**src/rtl/bdeq_pkg.sv**
```systemverilog
// ---------------------------------------------------------------------------
// bdeq_pkg
// Shared types and constants for the bounded double-ended queue.
// ---------------------------------------------------------------------------
package bdeq_pkg;

    localparam int DEPTH_DEFAULT = 16;
    localparam int DATA_W        = 32;
    localparam int OP_W          = 3;
    localparam int CAP_W         = 5;

    localparam logic [CAP_W-1:0]  CAP_RESET   = 5'd16;
    localparam logic [DATA_W-1:0] EMPTY_VALUE = '1;

    localparam logic [OP_W-1:0] OP_PUSH_FRONT = 3'd0;
    localparam logic [OP_W-1:0] OP_PUSH_BACK  = 3'd1;
    localparam logic [OP_W-1:0] OP_POP_FRONT  = 3'd2;
    localparam logic [OP_W-1:0] OP_POP_BACK   = 3'd3;

    typedef struct packed {
        logic load;
        logic exec;
        logic fetch;
    } bdeq_cmd_t;

endpackage

```
**src/rtl/bdeq_ctrl.sv**
```systemverilog
// ---------------------------------------------------------------------------
// bdeq_ctrl
// Sequencer: accept a beat, execute it, fetch both ends, present the result.
// ---------------------------------------------------------------------------
module bdeq_ctrl
    import bdeq_pkg::*;
(
    input  logic      clk,
    input  logic      rst_n,
    input  logic      start,
    output logic      busy,
    output logic      done,
    output bdeq_cmd_t cmd
);

    typedef enum logic [1:0] {
        S_IDLE,
        S_EXEC,
        S_FETCH,
        S_DONE
    } state_t;

    state_t state_reg;
    logic   busy_reg;
    logic   done_reg;

    always_ff @(posedge clk or negedge rst_n)
    begin
        if (!rst_n)
        begin
            state_reg <= S_IDLE;
            busy_reg  <= 1'b0;
            done_reg  <= 1'b0;
        end
        else
        begin
            unique case (state_reg)
                S_IDLE:
                begin
                    if (start)
                    begin
                        state_reg <= S_EXEC;
                        busy_reg  <= 1'b1;
                    end
                end
                S_EXEC:
                begin
                    state_reg <= S_FETCH;
                end
                S_FETCH:
                begin
                    state_reg <= S_DONE;
                    done_reg  <= 1'b1;
                end
                S_DONE:
                begin
                    state_reg <= S_IDLE;
                    done_reg  <= 1'b0;
                    busy_reg  <= 1'b0;
                end
                default:
                begin
                    state_reg <= S_IDLE;
                end
            endcase
        end
    end

    assign busy      = busy_reg;
    assign done      = done_reg;
    assign cmd.load  = start && !busy_reg;
    assign cmd.exec  = (state_reg == S_EXEC);
    assign cmd.fetch = (state_reg == S_FETCH);

endmodule

```
**src/rtl/bdeq_dp.sv**
```systemverilog
// ---------------------------------------------------------------------------
// bdeq_dp
// Ring buffer datapath: slot memory, head index, count and capacity limit.
// ---------------------------------------------------------------------------
module bdeq_dp
    import bdeq_pkg::*;
#(
    parameter int DEPTH = DEPTH_DEFAULT
)
(
    input  logic                     clk,
    input  logic                     rst_n,
    input  bdeq_cmd_t                cmd,
    input  logic [OP_W-1:0]          operation,
    input  logic signed [DATA_W-1:0] value,
    input  logic                     cfg_we,
    input  logic [CAP_W-1:0]         cfg_wdata,
    output logic                     ok,
    output logic signed [DATA_W-1:0] front_value,
    output logic signed [DATA_W-1:0] rear_value,
    output logic                     empty_res,
    output logic                     full_res
);

    localparam int IDX_W = (DEPTH > 1) ? $clog2(DEPTH) : 1;
    localparam int CNT_W = $clog2(DEPTH + 1);
    localparam int SUM_W = CNT_W + 1;
    localparam int LIM_W = (CNT_W > CAP_W) ? CNT_W : CAP_W;

    logic [DATA_W-1:0] mem [DEPTH];

    logic [OP_W-1:0]   op_reg;
    logic [DATA_W-1:0] value_reg;
    logic [IDX_W-1:0]  head_reg;
    logic [CNT_W-1:0]  count_reg;
    logic [CAP_W-1:0]  cap_reg;
    logic              ok_reg;
    logic [DATA_W-1:0] front_reg;
    logic [DATA_W-1:0] rear_reg;

    logic [IDX_W-1:0]  head_next;
    logic [CNT_W-1:0]  count_next;
    logic              ok_next;
    logic              mem_we;
    logic [IDX_W-1:0]  mem_waddr;

    logic [LIM_W-1:0]  lim;
    logic              full;
    logic              empty;
    logic [SUM_W-1:0]  sum;
    logic [IDX_W-1:0]  tail;
    logic [IDX_W-1:0]  rear_idx;
    logic [IDX_W-1:0]  head_dec;
    logic [IDX_W-1:0]  head_inc;

    always_comb
    begin
        lim = (LIM_W'(cap_reg) > LIM_W'(DEPTH)) ? LIM_W'(DEPTH) : LIM_W'(cap_reg);
    end

    assign full  = (LIM_W'(count_reg) >= lim);
    assign empty = (count_reg == '0);

    assign sum      = SUM_W'(head_reg) + SUM_W'(count_reg);
    assign tail     = (sum >= SUM_W'(DEPTH)) ? IDX_W'(sum - SUM_W'(DEPTH)) : IDX_W'(sum);
    assign rear_idx = (tail == '0) ? IDX_W'(DEPTH - 1) : tail - 1'b1;
    assign head_dec = (head_reg == '0) ? IDX_W'(DEPTH - 1) : head_reg - 1'b1;
    assign head_inc = (head_reg == IDX_W'(DEPTH - 1)) ? '0 : head_reg + 1'b1;

    always_comb
    begin
        head_next  = head_reg;
        count_next = count_reg;
        ok_next    = 1'b1;
        mem_we     = 1'b0;
        mem_waddr  = tail;
        unique case (op_reg)
            OP_PUSH_FRONT:
            begin
                if (full)
                begin
                    ok_next = 1'b0;
                end
                else
                begin
                    head_next  = head_dec;
                    mem_we     = 1'b1;
                    mem_waddr  = head_dec;
                    count_next = count_reg + 1'b1;
                end
            end
            OP_PUSH_BACK:
            begin
                if (full)
                begin
                    ok_next = 1'b0;
                end
                else
                begin
                    mem_we     = 1'b1;
                    count_next = count_reg + 1'b1;
                end
            end
            OP_POP_FRONT:
            begin
                if (empty)
                begin
                    ok_next = 1'b0;
                end
                else
                begin
                    head_next  = head_inc;
                    count_next = count_reg - 1'b1;
                end
            end
            OP_POP_BACK:
            begin
                if (empty)
                begin
                    ok_next = 1'b0;
                end
                else
                begin
                    count_next = count_reg - 1'b1;
                end
            end
            default:
            begin
                ok_next = 1'b1;
            end
        endcase
    end

    always_ff @(posedge clk or negedge rst_n)
    begin
        if (!rst_n)
        begin
            head_reg  <= '0;
            count_reg <= '0;
            cap_reg   <= CAP_RESET;
            ok_reg    <= 1'b0;
        end
        else
        begin
            if (cfg_we)
            begin
                cap_reg <= cfg_wdata;
            end
            if (cmd.exec)
            begin
                head_reg  <= head_next;
                count_reg <= count_next;
                ok_reg    <= ok_next;
            end
        end
    end

    // hold the accepted beat
    always_ff @(posedge clk)
    begin
        if (cmd.load)
        begin
            op_reg    <= operation;
            value_reg <= value;
        end
    end

    always_ff @(posedge clk)
    begin
        if (cmd.exec && mem_we)
        begin
            mem[mem_waddr] <= value_reg;
        end
        if (cmd.fetch)
        begin
            front_reg <= mem[head_reg];
            rear_reg  <= mem[rear_idx];
        end
    end

    assign ok          = ok_reg;
    assign empty_res   = empty;
    assign full_res    = full;
    assign front_value = empty ? EMPTY_VALUE : front_reg;
    assign rear_value  = empty ? EMPTY_VALUE : rear_reg;

endmodule

```
**src/rtl/bounded_double_ended_queue.sv**
```systemverilog
// ---------------------------------------------------------------------------
// bounded_double_ended_queue
// Ring-buffer deque of signed 32-bit values with a configurable capacity.
// done strobes after the execute and fetch states, for one cycle.
// A new beat is taken only from idle, so each beat runs the execute/fetch/present
// sequence around the single-write slot memory before the next is accepted.
// Reset: empty deque, head at slot 0, capacity 16; slot contents undefined.
// The receiver cannot stall; each result is valid only while done is high.
// ---------------------------------------------------------------------------
module bounded_double_ended_queue
    import bdeq_pkg::*;
#(
    parameter int DEPTH = DEPTH_DEFAULT
)
(
    input  logic                     clk,
    input  logic                     rst_n,
    input  logic                     start,
    output logic                     busy,
    input  logic [OP_W-1:0]          operation,
    input  logic signed [DATA_W-1:0] value,
    input  logic                     cfg_we,
    input  logic [CAP_W-1:0]         cfg_wdata,
    output logic                     done,
    output logic                     ok,
    output logic signed [DATA_W-1:0] front_value,
    output logic signed [DATA_W-1:0] rear_value,
    output logic                     empty_res,
    output logic                     full_res
);

    bdeq_cmd_t cmd;

    bdeq_ctrl u_ctrl (
        .clk   (clk),
        .rst_n (rst_n),
        .start (start),
        .busy  (busy),
        .done  (done),
        .cmd   (cmd)
    );

    bdeq_dp #(
        .DEPTH (DEPTH)
    ) u_dp (
        .clk         (clk),
        .rst_n       (rst_n),
        .cmd         (cmd),
        .operation   (operation),
        .value       (value),
        .cfg_we      (cfg_we),
        .cfg_wdata   (cfg_wdata),
        .ok          (ok),
        .front_value (front_value),
        .rear_value  (rear_value),
        .empty_res   (empty_res),
        .full_res    (full_res)
    );

`ifndef NO_ASSERTIONS
    a_done_in_busy: assert property (@(posedge clk) disable iff (!rst_n)
        done |-> busy)
        else $error("done outside busy window");

    a_done_single: assert property (@(posedge clk) disable iff (!rst_n)
        done |=> !done)
        else $error("done held longer than one beat");

    a_accept_to_done: assert property (@(posedge clk) disable iff (!rst_n)
        (start && !busy) |-> ##3 done)
        else $error("result not presented three cycles after accept");
`endif

endmodule
```
**config.mk**
```make
export PLATFORM = sky130hd
export DESIGN_NAME = bounded_double_ended_queue
export DESIGN_NICKNAME = d
export VERILOG_FILES = /design/src/rtl/bdeq_pkg.sv /design/src/rtl/bdeq_ctrl.sv /design/src/rtl/bdeq_dp.sv /design/src/rtl/bounded_double_ended_queue.sv
export SDC_FILE = /design/constraint.sdc
export NUM_CORES = 1
export LEC_CHECK = 0
export ABC_CLOCK_PERIOD_IN_PS = 8000
export BUFFER_PORTS_ARGS = -buffer_cell sky130_fd_sc_hd__buf_4
export CORE_MARGIN = 4
export CORE_UTILIZATION = 50
export CTS_CLUSTER_SIZE = 16
export DETAILED_ROUTE_END_ITERATION = 10
export GPL_ROUTABILITY_DRIVEN = 0
export PLACE_DENSITY = 0.67
export SYNTH_ARGS = -nofsm -noshare
export SYNTH_HDL_FRONTEND = slang
export SYNTH_SLANG_ARGS = --single-unit
```
**constraint.sdc**
```tcl
create_clock -name clk -period 8 [get_ports clk]
set_clock_uncertainty 0.1 [all_clocks]
set_input_delay 1.2 -clock clk [delete_from_list [all_inputs] [get_ports clk]]
set_output_delay 1.2 -clock clk [all_outputs]
set_load 0.02 [all_outputs]
```
==> impl_metrics.csv <==
group,metric,value,unit
run_status,status,"complete, no violations",
yosys,yosysTopAreaCellShare,62.2,%
sta,rsz0062_at_grt,"false",
setup_path,crit_required,8140,ps
drt,drtIter0Drc,2066,
global_route,grt_pass1_wl,115,mm
min_path,worstHoldPathType,"primary input to asynchronous set/reset pin",
setup_path,crit_chain,"buf_4, inv_1, ha_1, nand2b_1, nand3_1, a21oi_1, a21oi_1, nor3_1, nand2_1, nor2_4, buf_4",
yosys,seq_area_frac_synth,63.9,%
die,core_area,0.0580,sq mm
global_route,grt_max_degree,110,
setup_path,critPathKind,"flip-flop to flip-flop",
sta,finalMaxSlewViolations,0,
yosys,synthTopCellsByArea,"edfxtp_1, mux4_2, mux2i_1",
place,hpwl,42.6,mm
yosys,synth_area,0.0295,sq mm
sta,worst_pin_slew,1140,ps
cts,htreeDepth,3,
cts,post_cts_resized,0,
sta,slew_headroom,23.9,%
cts,clockBufferDepth,3,
cts,cts_sinks,630,
final_layout,nets,1959,
sta,post-route-min-period,4860,ps
die,dieArea,0.0629,sq mm
setup_path,crit_path_max_incr_delay,740,ps
die,num_rows,88,
die,die_w,251,um
yosys,syn_inst,1798,
final_layout,syn_to_final_growth,13.4,%
drt,final_antenna_net_count,0,
flow_run,cap_violations,0,
yosys,syn_nets,1864,
setup_path,arrival,5010,ps
yosys,synthArstFlopShare,3.02,%
drt,via_count,17600,
yosys,yosysTopAreaCell,"edfxtp_1",
setup_path,r2r_end,"u_dp.mem[11][5]",
setup_path,critPathMaxFanout,48,
cts,cts_tree,"done",
cts,holdBufCountCts,0,
global_route,grt_use_total,24.6,%
drt,wl,78.2,mm
cts,clkLatencyLatePin,620,ps
global_route,overflow,0,
sta,finalSetupTns,0,ps
final_layout,largest_reg_flops,512,
sta,finalCritPeriodShare,60.8,%
cts,cts_root_buf,"clkbuf_16",
setup_path,startpoint_type,"flip-flop",
setup_path,end_kind,"flip-flop",
setup_path,slowest_stage,"nor2_4",
drt,drt-pass1-iter-count,5,
cts,numCtsBuffers,70,
setup_path,rr_worst_depth,11,
yosys,synth-seq-cells,630,
sta,hold_violations,0,
global_route,antenna_found_initial,2,
yosys,avgSynthCellArea,16.4,sq um
die,fp.dieH,251,um
drt,vias_per_cell,6.48,
setup_path,crit-reg2reg-launch,"u_dp.head_reg[1]",
cts,post_cts_buffers,0,
place,portBuffers,112,
setup_path,reg2reg_slack,3140,ps
global_route,grt_pass1_vias,17800,
sta,setup_viol,0,
yosys,ys_types,62,
drt,drc,0,
yosys,synth_edf_count,611,
cts,cts.clk_slew.worst_paths,60,ps
die,initial_core_util,50.8,%
final_layout,final_layout_size_suffix_gt1_share,28.1,%
sta,fmax,206,MHz
yosys,ys.flop_type,"edfxtp_1",
yosys,synth_warnings,0,
final_layout,largest-register,"u_dp.mem",
drt,wl_per_cell,28.8,um
die,pin_count,113,
-- per-layer routing --
metal	global-route usage [%]	up-vias	part of all wire, %
met3	4.54	176	8.0
met2	39.5	880	48
li1	-	7477	-
met5	0	-	0.014
met4	7.97	2	3.1
met1	34.5	9045	41
-- critical path: cells and delay by family (launching register included) --
family | cells | cell delay [ps]
buffers and inverters | 3 | 1510
and+or+nand+nor | 5 | 1590
adders and majority gates | 1 | 290
AOI/OAI and AO/OA | 2 | 220
DFF | 1 | 730
-- cell usage after synthesis, drive strengths merged, types with 6 or more instances --
library cell  count
edfxtp          611
mux2i           224
mux4            160
a21oi           110
nor2             87
buf              65
or2              65
clkbuf           64
nand2            49
o21ai            48
o211ai           35
nor2b            34
a211oi           33
o22ai            33
a22oi            32
o221ai           31
ha               20
dfrtp            18
inv              13
mux2              9
xnor2             8
a31oi             7
nand3             6
-- cells by family after synthesis --
kind of cell / count (synthesis) / synth area share, %
AO/OA/AOI/OAI: 342 / 8.10
XOR/XNOR: 9 / 0.293
adder cells (fa/ha/maj): 22 / 0.985
buffers and inverters: 143 / 2.19
flip-flops: 630 / 63.9
multiplexers: 393 / 20.2
AND/OR/NAND/NOR: 259 / 4.39
-- metrics by stage --
step	setup WS, ps	cell area [sq um]	util, %	hold slack (ps)	instances
floorplan	4070	29500	-	373	1798
global placement	3250	31200	53.8	389	2586
detailed placement	3160	31200	53.8	391	2586
CTS	3160	33400	57.6	340	2713
global route	2930	33400	57.6	352	2713
finish	3140	33400	57.6	357	2714
-- final cells by class --
class	count	area, sq um
Fill cell	4328	24600
Timing Repair Buffer	152	1170
Inverter	14	52.6
Clock inverter	38	342
Multi-Input combinational cell	1025	10200
Tap cell	765	957
Sequential cell	630	18800
Antenna cell	1	2.50
Clock buffer	89	1840
-- placed cells by master, fill, tap and decap left out, drive strengths merged, types with 6 or more instances in the layout --
cell    instances
a211oi         33
a21oi         110
a22oi          32
a31oi           7
buf           152
clkbuf         89
clkinv         29
dfrtp          18
edfxtp        611
ha             20
inv            17
mux2            9
mux2i         224
mux4          160
nand2          49
nand3           6
nor2           87
nor2b          34
o211ai         35
o21ai          48
o221ai         31
o22ai          33
or2            65
xnor2           8
-- worst max-delay path by stage --
stage,from,to,slack (ps),cells past startpoint
final,u_dp.head_reg[1],u_dp.mem[11][5],3140,11
after global routing,u_dp.head_reg[1],u_dp.mem[10][1],2930,11
after CTS,u_dp.head_reg[1],u_dp.mem[8][5],3160,11
after detailed placement,u_dp.head_reg[1],u_dp.mem[8][23],3160,11
after global placement,u_dp.head_reg[1],u_dp.mem[8][23],3250,11
after floorplan,u_dp.head_reg[0],u_dp.mem[11][0],4070,12
Power is left out: the tool's default activity adds up to more than one toggle a clock period on the data nets, which glitch-free logic cannot reach.
